**config.mk**
```make
export PLATFORM = sky130hd
export DESIGN_NAME = cobs_crc_packet_receiver_flat
export DESIGN_NICKNAME = d
export VERILOG_FILES = /design/src/rtl/core/ccpr_pkg.sv /design/src/rtl/core/ccpr_if.sv /design/src/rtl/core/ccpr_frame_decoder.sv /design/src/rtl/core/cobs_crc_packet_receiver.sv /design/src/flat_wrapper.sv
export SDC_FILE = /design/constraint.sdc
export NUM_CORES = 1
export LEC_CHECK = 0
export ABC_AREA = 1
export BUFFER_PORTS_ARGS = -buffer_cell sky130_fd_sc_hd__buf_2
export CORE_MARGIN = 10
export CORE_UTILIZATION = 36
export CTS_CLUSTER_DIAMETER = 60
export DETAILED_ROUTE_END_ITERATION = 12
export GPL_TIMING_DRIVEN = 0
export PLACE_DENSITY = 0.54
export RECOVER_POWER = 50
export SLEW_MARGIN = 0
export SYNTH_ARGS = -nofsm -noshare
export SYNTH_HDL_FRONTEND = slang
export SYNTH_SLANG_ARGS = --single-unit
export TNS_END_PERCENT = 50
```
**constraint.sdc**
```tcl
create_clock -name clk -period 4.1 [get_ports clk]
set_clock_uncertainty 0.15 [all_clocks]
set_input_delay 0.205 -clock clk [delete_from_list [all_inputs] [get_ports clk]]
set_output_delay 0.205 -clock clk [all_outputs]
set_load 0.03 [all_outputs]
```
**src/rtl/core/ccpr_pkg.sv**
```systemverilog
package ccpr_pkg;

  localparam int unsigned PacketBytes  = 5;
  localparam int unsigned EncodedBytes = 6;
  localparam int unsigned CrcCover     = 3;
  localparam logic [15:0] CrcPoly      = 16'h8408;
  localparam logic [15:0] CrcInit      = 16'hFFFF;
  localparam logic [7:0]  Delimiter    = 8'h00;
  localparam logic [7:0]  LongRunCode  = 8'hFF;

  typedef enum logic [2:0] {
    ST_OK       = 3'd0,
    ST_ENC_LEN  = 3'd1,
    ST_OVERRUN  = 3'd2,
    ST_DEC_LEN  = 3'd3,
    ST_CRC      = 3'd4
  } status_t;

  typedef struct packed {
    status_t            status;
    logic [7:0]         packet_type;
    logic signed [15:0] reading;
  } result_t;

  function automatic logic [15:0] crc_byte(input logic [15:0] crc, input logic [7:0] data);
    logic [15:0] c;
    logic [7:0]  d;
    c = crc;
    d = data;
    for (int i = 0; i < 8; i++) begin
      if (c[0] ^ d[0]) begin
        c = (c >> 1) ^ CrcPoly;
      end else begin
        c = c >> 1;
      end
      d = d >> 1;
    end
    return c;
  endfunction

endpackage

```
**src/rtl/core/ccpr_if.sv**
```systemverilog
interface ccpr_in_if;
  logic       valid;
  logic       ready;
  logic [7:0] rx_byte;

  modport source (output valid, output rx_byte, input ready);
  modport sink (input valid, input rx_byte, output ready);
endinterface

interface ccpr_out_if;
  logic               valid;
  logic               ready;
  logic [2:0]         status;
  logic [7:0]         packet_type;
  logic signed [15:0] reading;

  modport source (output valid, output status, output packet_type, output reading,
                  input ready);
  modport sink (input valid, input status, input packet_type, input reading,
                output ready);
endinterface

```
**src/rtl/core/ccpr_frame_decoder.sv**
```systemverilog
module ccpr_frame_decoder (
  input  logic              clk,
  input  logic              rst_n,
  input  logic              step,
  input  logic [7:0]        rx_byte,
  output ccpr_pkg::result_t result
);
  import ccpr_pkg::*;

  logic [3:0]  enc_cnt_r,  enc_cnt_nxt;
  logic [7:0]  run_left_r, run_left_nxt;
  logic [7:0]  run_code_r, run_code_nxt;
  logic [2:0]  dec_cnt_r,  dec_cnt_nxt;
  logic [15:0] crc_r,      crc_nxt;
  logic        overrun_r,  overrun_nxt;
  logic [7:0]  dec_bytes_r [PacketBytes];

  logic        put_en;
  logic [7:0]  put_val;
  logic        store_en;
  logic        is_delim;
  logic [15:0] crc_got;

  assign is_delim = (rx_byte == Delimiter);
  assign store_en = step && !is_delim && put_en && (dec_cnt_r < 3'(PacketBytes));

  always_comb begin
    enc_cnt_nxt  = enc_cnt_r;
    run_left_nxt = run_left_r;
    run_code_nxt = run_code_r;
    dec_cnt_nxt  = dec_cnt_r;
    crc_nxt      = crc_r;
    overrun_nxt  = overrun_r;
    put_en       = 1'b0;
    put_val      = rx_byte;
    if (run_left_r == 8'd0) begin
      put_en  = (run_code_r != 8'd0) && (run_code_r != LongRunCode);
      put_val = 8'd0;
    end else begin
      put_en = 1'b1;
    end
    if (is_delim) begin
      enc_cnt_nxt  = '0;
      run_left_nxt = '0;
      run_code_nxt = '0;
      dec_cnt_nxt  = '0;
      crc_nxt      = CrcInit;
      overrun_nxt  = 1'b0;
    end else begin
      if (enc_cnt_r != 4'hF) begin
        enc_cnt_nxt = enc_cnt_r + 4'd1;
      end
      if (run_left_r == 8'd0) begin
        run_code_nxt = rx_byte;
        run_left_nxt = rx_byte - 8'd1;
      end else begin
        run_left_nxt = run_left_r - 8'd1;
      end
      if (put_en) begin
        if (dec_cnt_r < 3'(PacketBytes)) begin
          if (dec_cnt_r < 3'(CrcCover)) begin
            crc_nxt = crc_byte(crc_r, put_val);
          end
        end else begin
          overrun_nxt = 1'b1;
        end
        if (dec_cnt_r != 3'd7) begin
          dec_cnt_nxt = dec_cnt_r + 3'd1;
        end
      end
    end
  end

  always_ff @(posedge clk) begin
    if (!rst_n) begin
      enc_cnt_r  <= '0;
      run_left_r <= '0;
      run_code_r <= '0;
      dec_cnt_r  <= '0;
      crc_r      <= CrcInit;
      overrun_r  <= 1'b0;
    end else if (step) begin
      enc_cnt_r  <= enc_cnt_nxt;
      run_left_r <= run_left_nxt;
      run_code_r <= run_code_nxt;
      dec_cnt_r  <= dec_cnt_nxt;
      crc_r      <= crc_nxt;
      overrun_r  <= overrun_nxt;
    end
  end

  always_ff @(posedge clk) begin
    if (store_en) begin
      dec_bytes_r[dec_cnt_r] <= put_val;
    end
  end

  assign crc_got = {dec_bytes_r[3], dec_bytes_r[4]};

  always_comb begin
    result.status      = ST_OK;
    result.packet_type = '0;
    result.reading     = '0;
    if (enc_cnt_r != 4'(EncodedBytes)) begin
      result.status = ST_ENC_LEN;
    end else if ((run_left_r != 8'd0) || overrun_r) begin
      result.status = ST_OVERRUN;
    end else if (dec_cnt_r != 3'(PacketBytes)) begin
      result.status = ST_DEC_LEN;
    end else if (crc_got != ~crc_r) begin
      result.status = ST_CRC;
    end else begin
      result.packet_type = dec_bytes_r[0];
      result.reading     = {dec_bytes_r[1], dec_bytes_r[2]};
    end
  end

endmodule

```
**src/rtl/core/cobs_crc_packet_receiver.sv**
```systemverilog
// Receives a COBS-framed byte stream and checks each frame as a five-byte
// packet: a type byte, a signed big-endian 16-bit reading and a CRC-16/X-25.
// The in_ch channel carries one received byte per word; a zero byte is the
// frame delimiter. The out_ch channel carries one word per delimiter: a
// status, the packet type and the reading, the last two zero unless the
// status is ok.
// Each accepted byte is held in an input register and then folds into the
// frame state in a single pass. A delimiter goes from the input register
// into the output register, where its result waits for out_ch. One byte is
// accepted every cycle except while a stalled delimiter holds in_ch.ready low.
// The result sits in an output register. While it waits, non-zero bytes are
// still taken; only a delimiter in the input register waits until the result
// ahead of it has been taken, and in_ch.ready falls while it does.
// A synchronous reset empties both registers and returns the frame state to
// the start of a frame, so reception begins at the first code byte.
module cobs_crc_packet_receiver (
  input logic      clk,
  input logic      rst_n,
  ccpr_in_if.sink  in_ch,
  ccpr_out_if.source out_ch
);
  import ccpr_pkg::*;

  logic       in_valid_r;
  logic [7:0] in_byte_r;
  logic       out_valid_r;
  result_t    out_r;
  result_t    result;
  logic       out_free;
  logic       advance;
  logic       load_out;

  assign out_free = !out_valid_r || out_ch.ready;
  assign advance  = in_valid_r && ((in_byte_r != Delimiter) || out_free);
  assign load_out = advance && (in_byte_r == Delimiter);
  assign in_ch.ready = !in_valid_r || advance;

  always_ff @(posedge clk) begin
    if (!rst_n) begin
      in_valid_r  <= 1'b0;
      out_valid_r <= 1'b0;
    end else begin
      if (in_ch.ready) begin
        in_valid_r <= in_ch.valid;
      end
      if (load_out) begin
        out_valid_r <= 1'b1;
      end else if (out_ch.ready) begin
        out_valid_r <= 1'b0;
      end
    end
  end

  always_ff @(posedge clk) begin
    if (in_ch.ready && in_ch.valid) begin
      in_byte_r <= in_ch.rx_byte;
    end
    if (load_out) begin
      out_r <= result;
    end
  end

  ccpr_frame_decoder u_decoder (
    .clk     (clk),
    .rst_n   (rst_n),
    .step    (advance),
    .rx_byte (in_byte_r),
    .result  (result)
  );

  assign out_ch.valid       = out_valid_r;
  assign out_ch.status      = out_r.status;
  assign out_ch.packet_type = out_r.packet_type;
  assign out_ch.reading     = out_r.reading;

  a_delim_gives_result: assert property (@(posedge clk) disable iff (!rst_n)
    load_out |=> out_valid_r)
    else $error("delimiter did not produce a result");

  a_bad_frame_zeroed: assert property (@(posedge clk) disable iff (!rst_n)
    (out_valid_r && (out_r.status != ST_OK)) |->
      ((out_r.packet_type == 8'd0) && (out_r.reading == 16'sd0)))
    else $error("bad frame carries payload");

  a_stall_cause: assert property (@(posedge clk) disable iff (!rst_n)
    !in_ch.ready |->
      (in_valid_r && (in_byte_r == Delimiter) && out_valid_r && !out_ch.ready))
    else $error("input stalled without a pending result");

endmodule
```
**src/flat_wrapper.sv**
```systemverilog
// flat-port wrapper written by rule: the top's interface ports become plain ports
module cobs_crc_packet_receiver_flat import ccpr_pkg::*;
  (clk, rst_n, in_ch_valid, in_ch_rx_byte, in_ch_ready, out_ch_valid, out_ch_status, out_ch_packet_type, out_ch_reading, out_ch_ready);
  ccpr_in_if in_ch_i ();
  ccpr_out_if out_ch_i ();
  input logic clk;
  input logic rst_n;
  input wire logic [$bits(in_ch_i.valid)-1:0] in_ch_valid;
  input wire logic [$bits(in_ch_i.rx_byte)-1:0] in_ch_rx_byte;
  output wire logic [$bits(in_ch_i.ready)-1:0] in_ch_ready;
  output wire logic [$bits(out_ch_i.valid)-1:0] out_ch_valid;
  output wire logic [$bits(out_ch_i.status)-1:0] out_ch_status;
  output wire logic [$bits(out_ch_i.packet_type)-1:0] out_ch_packet_type;
  output wire logic [$bits(out_ch_i.reading)-1:0] out_ch_reading;
  input wire logic [$bits(out_ch_i.ready)-1:0] out_ch_ready;
  assign in_ch_i.valid = in_ch_valid;
  assign in_ch_i.rx_byte = in_ch_rx_byte;
  assign in_ch_ready = in_ch_i.ready;
  assign out_ch_valid = out_ch_i.valid;
  assign out_ch_status = out_ch_i.status;
  assign out_ch_packet_type = out_ch_i.packet_type;
  assign out_ch_reading = out_ch_i.reading;
  assign out_ch_i.ready = out_ch_ready;
  cobs_crc_packet_receiver u_core (.clk(clk), .rst_n(rst_n), .in_ch(in_ch_i), .out_ch(out_ch_i));
endmodule
```
==> reports/results.txt <==
Routed WL per cell - 14.0 um
crit-path most repeated cell - a21oi_1
dominant cells by area after synthesis - edfxtp_1, dfxtp_1, nand2_1
synthesis-stage register bit count - 117
Die Y-Extent - 141 um
Fillers - 1443
leading area contributor after synthesis - edfxtp_1
uppermost layer routed - met4
drt first pass iters - 5
Leak - 2.71 nW
core area - 14500 sq um
total grt overflow - 0
worst rel slew slack - 0.226
Fmax - 308 MHz
Top delay family on crit path - buffers and inverters
total clock buffers created by CTS - 17
DIE WIDTH - 141 um
GPL Wtd Cong - 0.850
CP arrival - 3.45 ns
Final Hold Fails - 0
worst path cell trace - inv_1 > nand4_1 > nor2_1 > clkinvlp_2 > a21oi_1 > buf_6 > o21ai_1 > a21oi_1
# rows - 44
run status - completed
multi-input logic area - 1770 sq um
Worst Path Max Fanout - 10
via/cell ratio - 4.73
CTS Sinks - 117
clock-pin slew on the worst setup and hold paths - 0.05 ns
Reg area - 3090 sq um
post-synth top area share - 0.425
Clock Latency Late Sink - 0.42 ns
HP Class - reg -> reg
initial core utilization - 0.366
Root Buffer - clkbuf_16
met3 wire len - 721 um
MaxCap Viol Count - 0
sequential area share after synthesis - 0.584
top_reg_cell synth - edfxtp_1
# IOs - 41
H-Tree Depth - 4
CP peak stage delay - 0.71 ns
TNS Setup - 0 ns
Layout area overhead - 19.7%
share of flip-flops with an asynchronous set or reset - 0
pins over their slew limit - 0
WP buf/inv - 3
die area - 20000 sq um
hpwl dp - 8.62 mm
kind of critical path - reg -> reg
fin crit share - 0.793
met2 wire len - 5.45 mm
synth warn - 0
Port Buf Inserts - 40
initial antenna violation count - 0
crit path time final - 3.25 ns
Peak VDD IR - 0.000367 V
vias in the first global route - 3881
wl on met1 - 5.41 mm
Post-synth EDFFs - 75
Avg Synthesized Cell Area - 9.17 sq um
RSZ-0062 raised after global routing - false
Clock Path Buffers - 2
crit end category - flip-flop
Final WS setup - 0.849 ns
worst slew pin tran - 1.15 ns
DP Worst Slack - 1.02 ns
CTS tree - done
first-pass GRT wire length - 19.6 mm
synth unique cells - 37
Post-CTS Setup Repair Bufs - 0
PwrDens - 790 nW/um^2
ANT cells - 0
1st-iter DRT viols - 239
setup violators final - 0
layout cell share with drive strength beyond 1 - 0.105
CP required - 4.29 ns
DRC viols - 0
Synth Instances - 577
Total Wirelength - 11.8 mm
antenna viol nets, final - 0
detailed-route via count - 3993
largest net degree at the start of global routing - 28
crit path max-delay cell type - nor2_1
Syn Nets - 595
fin nets - 665
gr usage total - 0.124
Worst Setup Start Kind - flip-flop
Mapped Area - 5290 sq um
## tightest hold or removal path, stage by stage, from the launching register on
cell,delay [ns]
dfxtp_1,0.31
nand2_1,0.06
a21oi_1,0.06
## placed cells by master (no fill, tap or decap), types with 3 or more instances in the layout
| master | instances |
|---|---|
| nand2_1 | 150 |
| edfxtp_1 | 75 |
| nor2_1 | 65 |
| inv_1 | 63 |
| dfxtp_1 | 42 |
| a21oi_1 | 41 |
| clkbuf_1 | 36 |
| nand3_1 | 30 |
| o21ai_0 | 19 |
| clkbuf_16 | 17 |
| buf_2 | 14 |
| dlygate4sd3_1 | 11 |
| xnor2_1 | 10 |
| nand4_1 | 9 |
| inv_2 | 8 |
| nor3_1 | 6 |
| ha_1 | 6 |
| o21ai_1 | 5 |
| clkinv_1 | 4 |
| nand3b_1 | 4 |
| inv_6 | 4 |
| buf_6 | 3 |
| xor2_1 | 3 |
| and3_1 | 3 |
| o21bai_1 | 3 |
| or2_0 | 3 |
| clkinv_4 | 3 |
| bufinv_16 | 3 |
## registers in the layout (all words and copies together) (netlist names)
signal,cells
u_core.u_decoder.run_left_r,8
u_core.u_decoder.dec_cnt_r,3
u_core.u_decoder.enc_cnt_r,4
u_core.u_decoder.run_code_r,8
u_core.in_byte_r,8
u_core.out_ch.valid,1
u_core.u_decoder.dec_bytes_r,40
out_ch_reading,16
u_core.in_valid_r,1
u_core.u_decoder.crc_r,16
u_core.u_decoder.overrun_r,1
u_core.out_ch.status,3
out_ch_packet_type,8
## final timing paths
kind                                      startpoint                                     endpoint  slack, ns  cells after the start
max                    u_core.in_byte_r[4]$_DFFE_PP_  u_core.u_decoder.run_code_r[5]$_SDFFE_PN0P_       0.85                      8
min          u_core.u_decoder.overrun_r$_SDFFE_PN0P_      u_core.u_decoder.overrun_r$_SDFFE_PN0P_       0.32                      2
max reg2reg            u_core.in_byte_r[4]$_DFFE_PP_  u_core.u_decoder.run_code_r[5]$_SDFFE_PN0P_       0.85                      8
min reg2reg  u_core.u_decoder.overrun_r$_SDFFE_PN0P_      u_core.u_decoder.overrun_r$_SDFFE_PN0P_       0.32                      2
## area by class of cell
type,count,area share
Sequential cell,117,0.488
Multi-Input combinational cell,371,0.279
Clock buffer,18,0.0677
Inverter,76,0.0452
Timing Repair Buffer,51,0.0434
Tap cell,184,0.0363
Clock inverter,14,0.0278
Buffer,13,0.0122
## cells by family (layout without fill, tap and decap cells)
kind of cell / Yosys count / in the layout / share of synthesized area
buffers and inverters: 89 / 172 / 0.0718
DFF: 117 / 117 / 0.584
and+or+nand+nor: 279 / 279 / 0.231
AOI/OAI and AO/OA: 73 / 73 / 0.0773
xor gates and xnor gates: 13 / 13 / 0.0215
adders and majority gates: 6 / 6 / 0.0142
## synth_stat cells (6+ instances only)
| master | number |
|---|---|
| inv_1 | 62 |
| dfxtp_1 | 42 |
| o21ai_0 | 19 |
| ha_1 | 6 |
| a21oi_1 | 40 |
| nand4_1 | 9 |
| inv_2 | 9 |
| nor2_1 | 60 |
| nand3_1 | 28 |
| xnor2_1 | 10 |
| nand2_1 | 148 |
| edfxtp_1 | 75 |
## power by group
group          internal, mW  switching (mW)
Sequential             1.52           0.151
Combinational         0.598            1.24
Clock                 0.961           0.545
## metrics by stage
stage,instances,power [mW],hold slack [ns],util,cell area (sq um)
2_1_floorplan,577,3.12,0.154,-,5290
3_3_place_gp,801,3.55,0.232,0.395,5720
3_5_place_dp,801,3.59,0.233,0.395,5720
4_1_cts,844,5.12,0.327,0.445,6440
5_1_grt,844,5.40,0.346,0.438,6340
6_report,844,5.01,0.324,0.438,6340
## metal layers
metal | up-vias | GRT usage
met3 | 18 | 0.0437
met5 | - | 0
met4 | 0 | 0.0489
met2 | 102 | 0.190
met1 | 1839 | 0.156
li1 | 2034 | -
## timing repair
item,4_1_cts,5_1_grt
endpoints found under the setup margin,0,0
hold buffers,11,0
resized for setup,0,0
hold endpoints to repair,14,0
No activity file was read; power rests on OpenSTA's default activity.
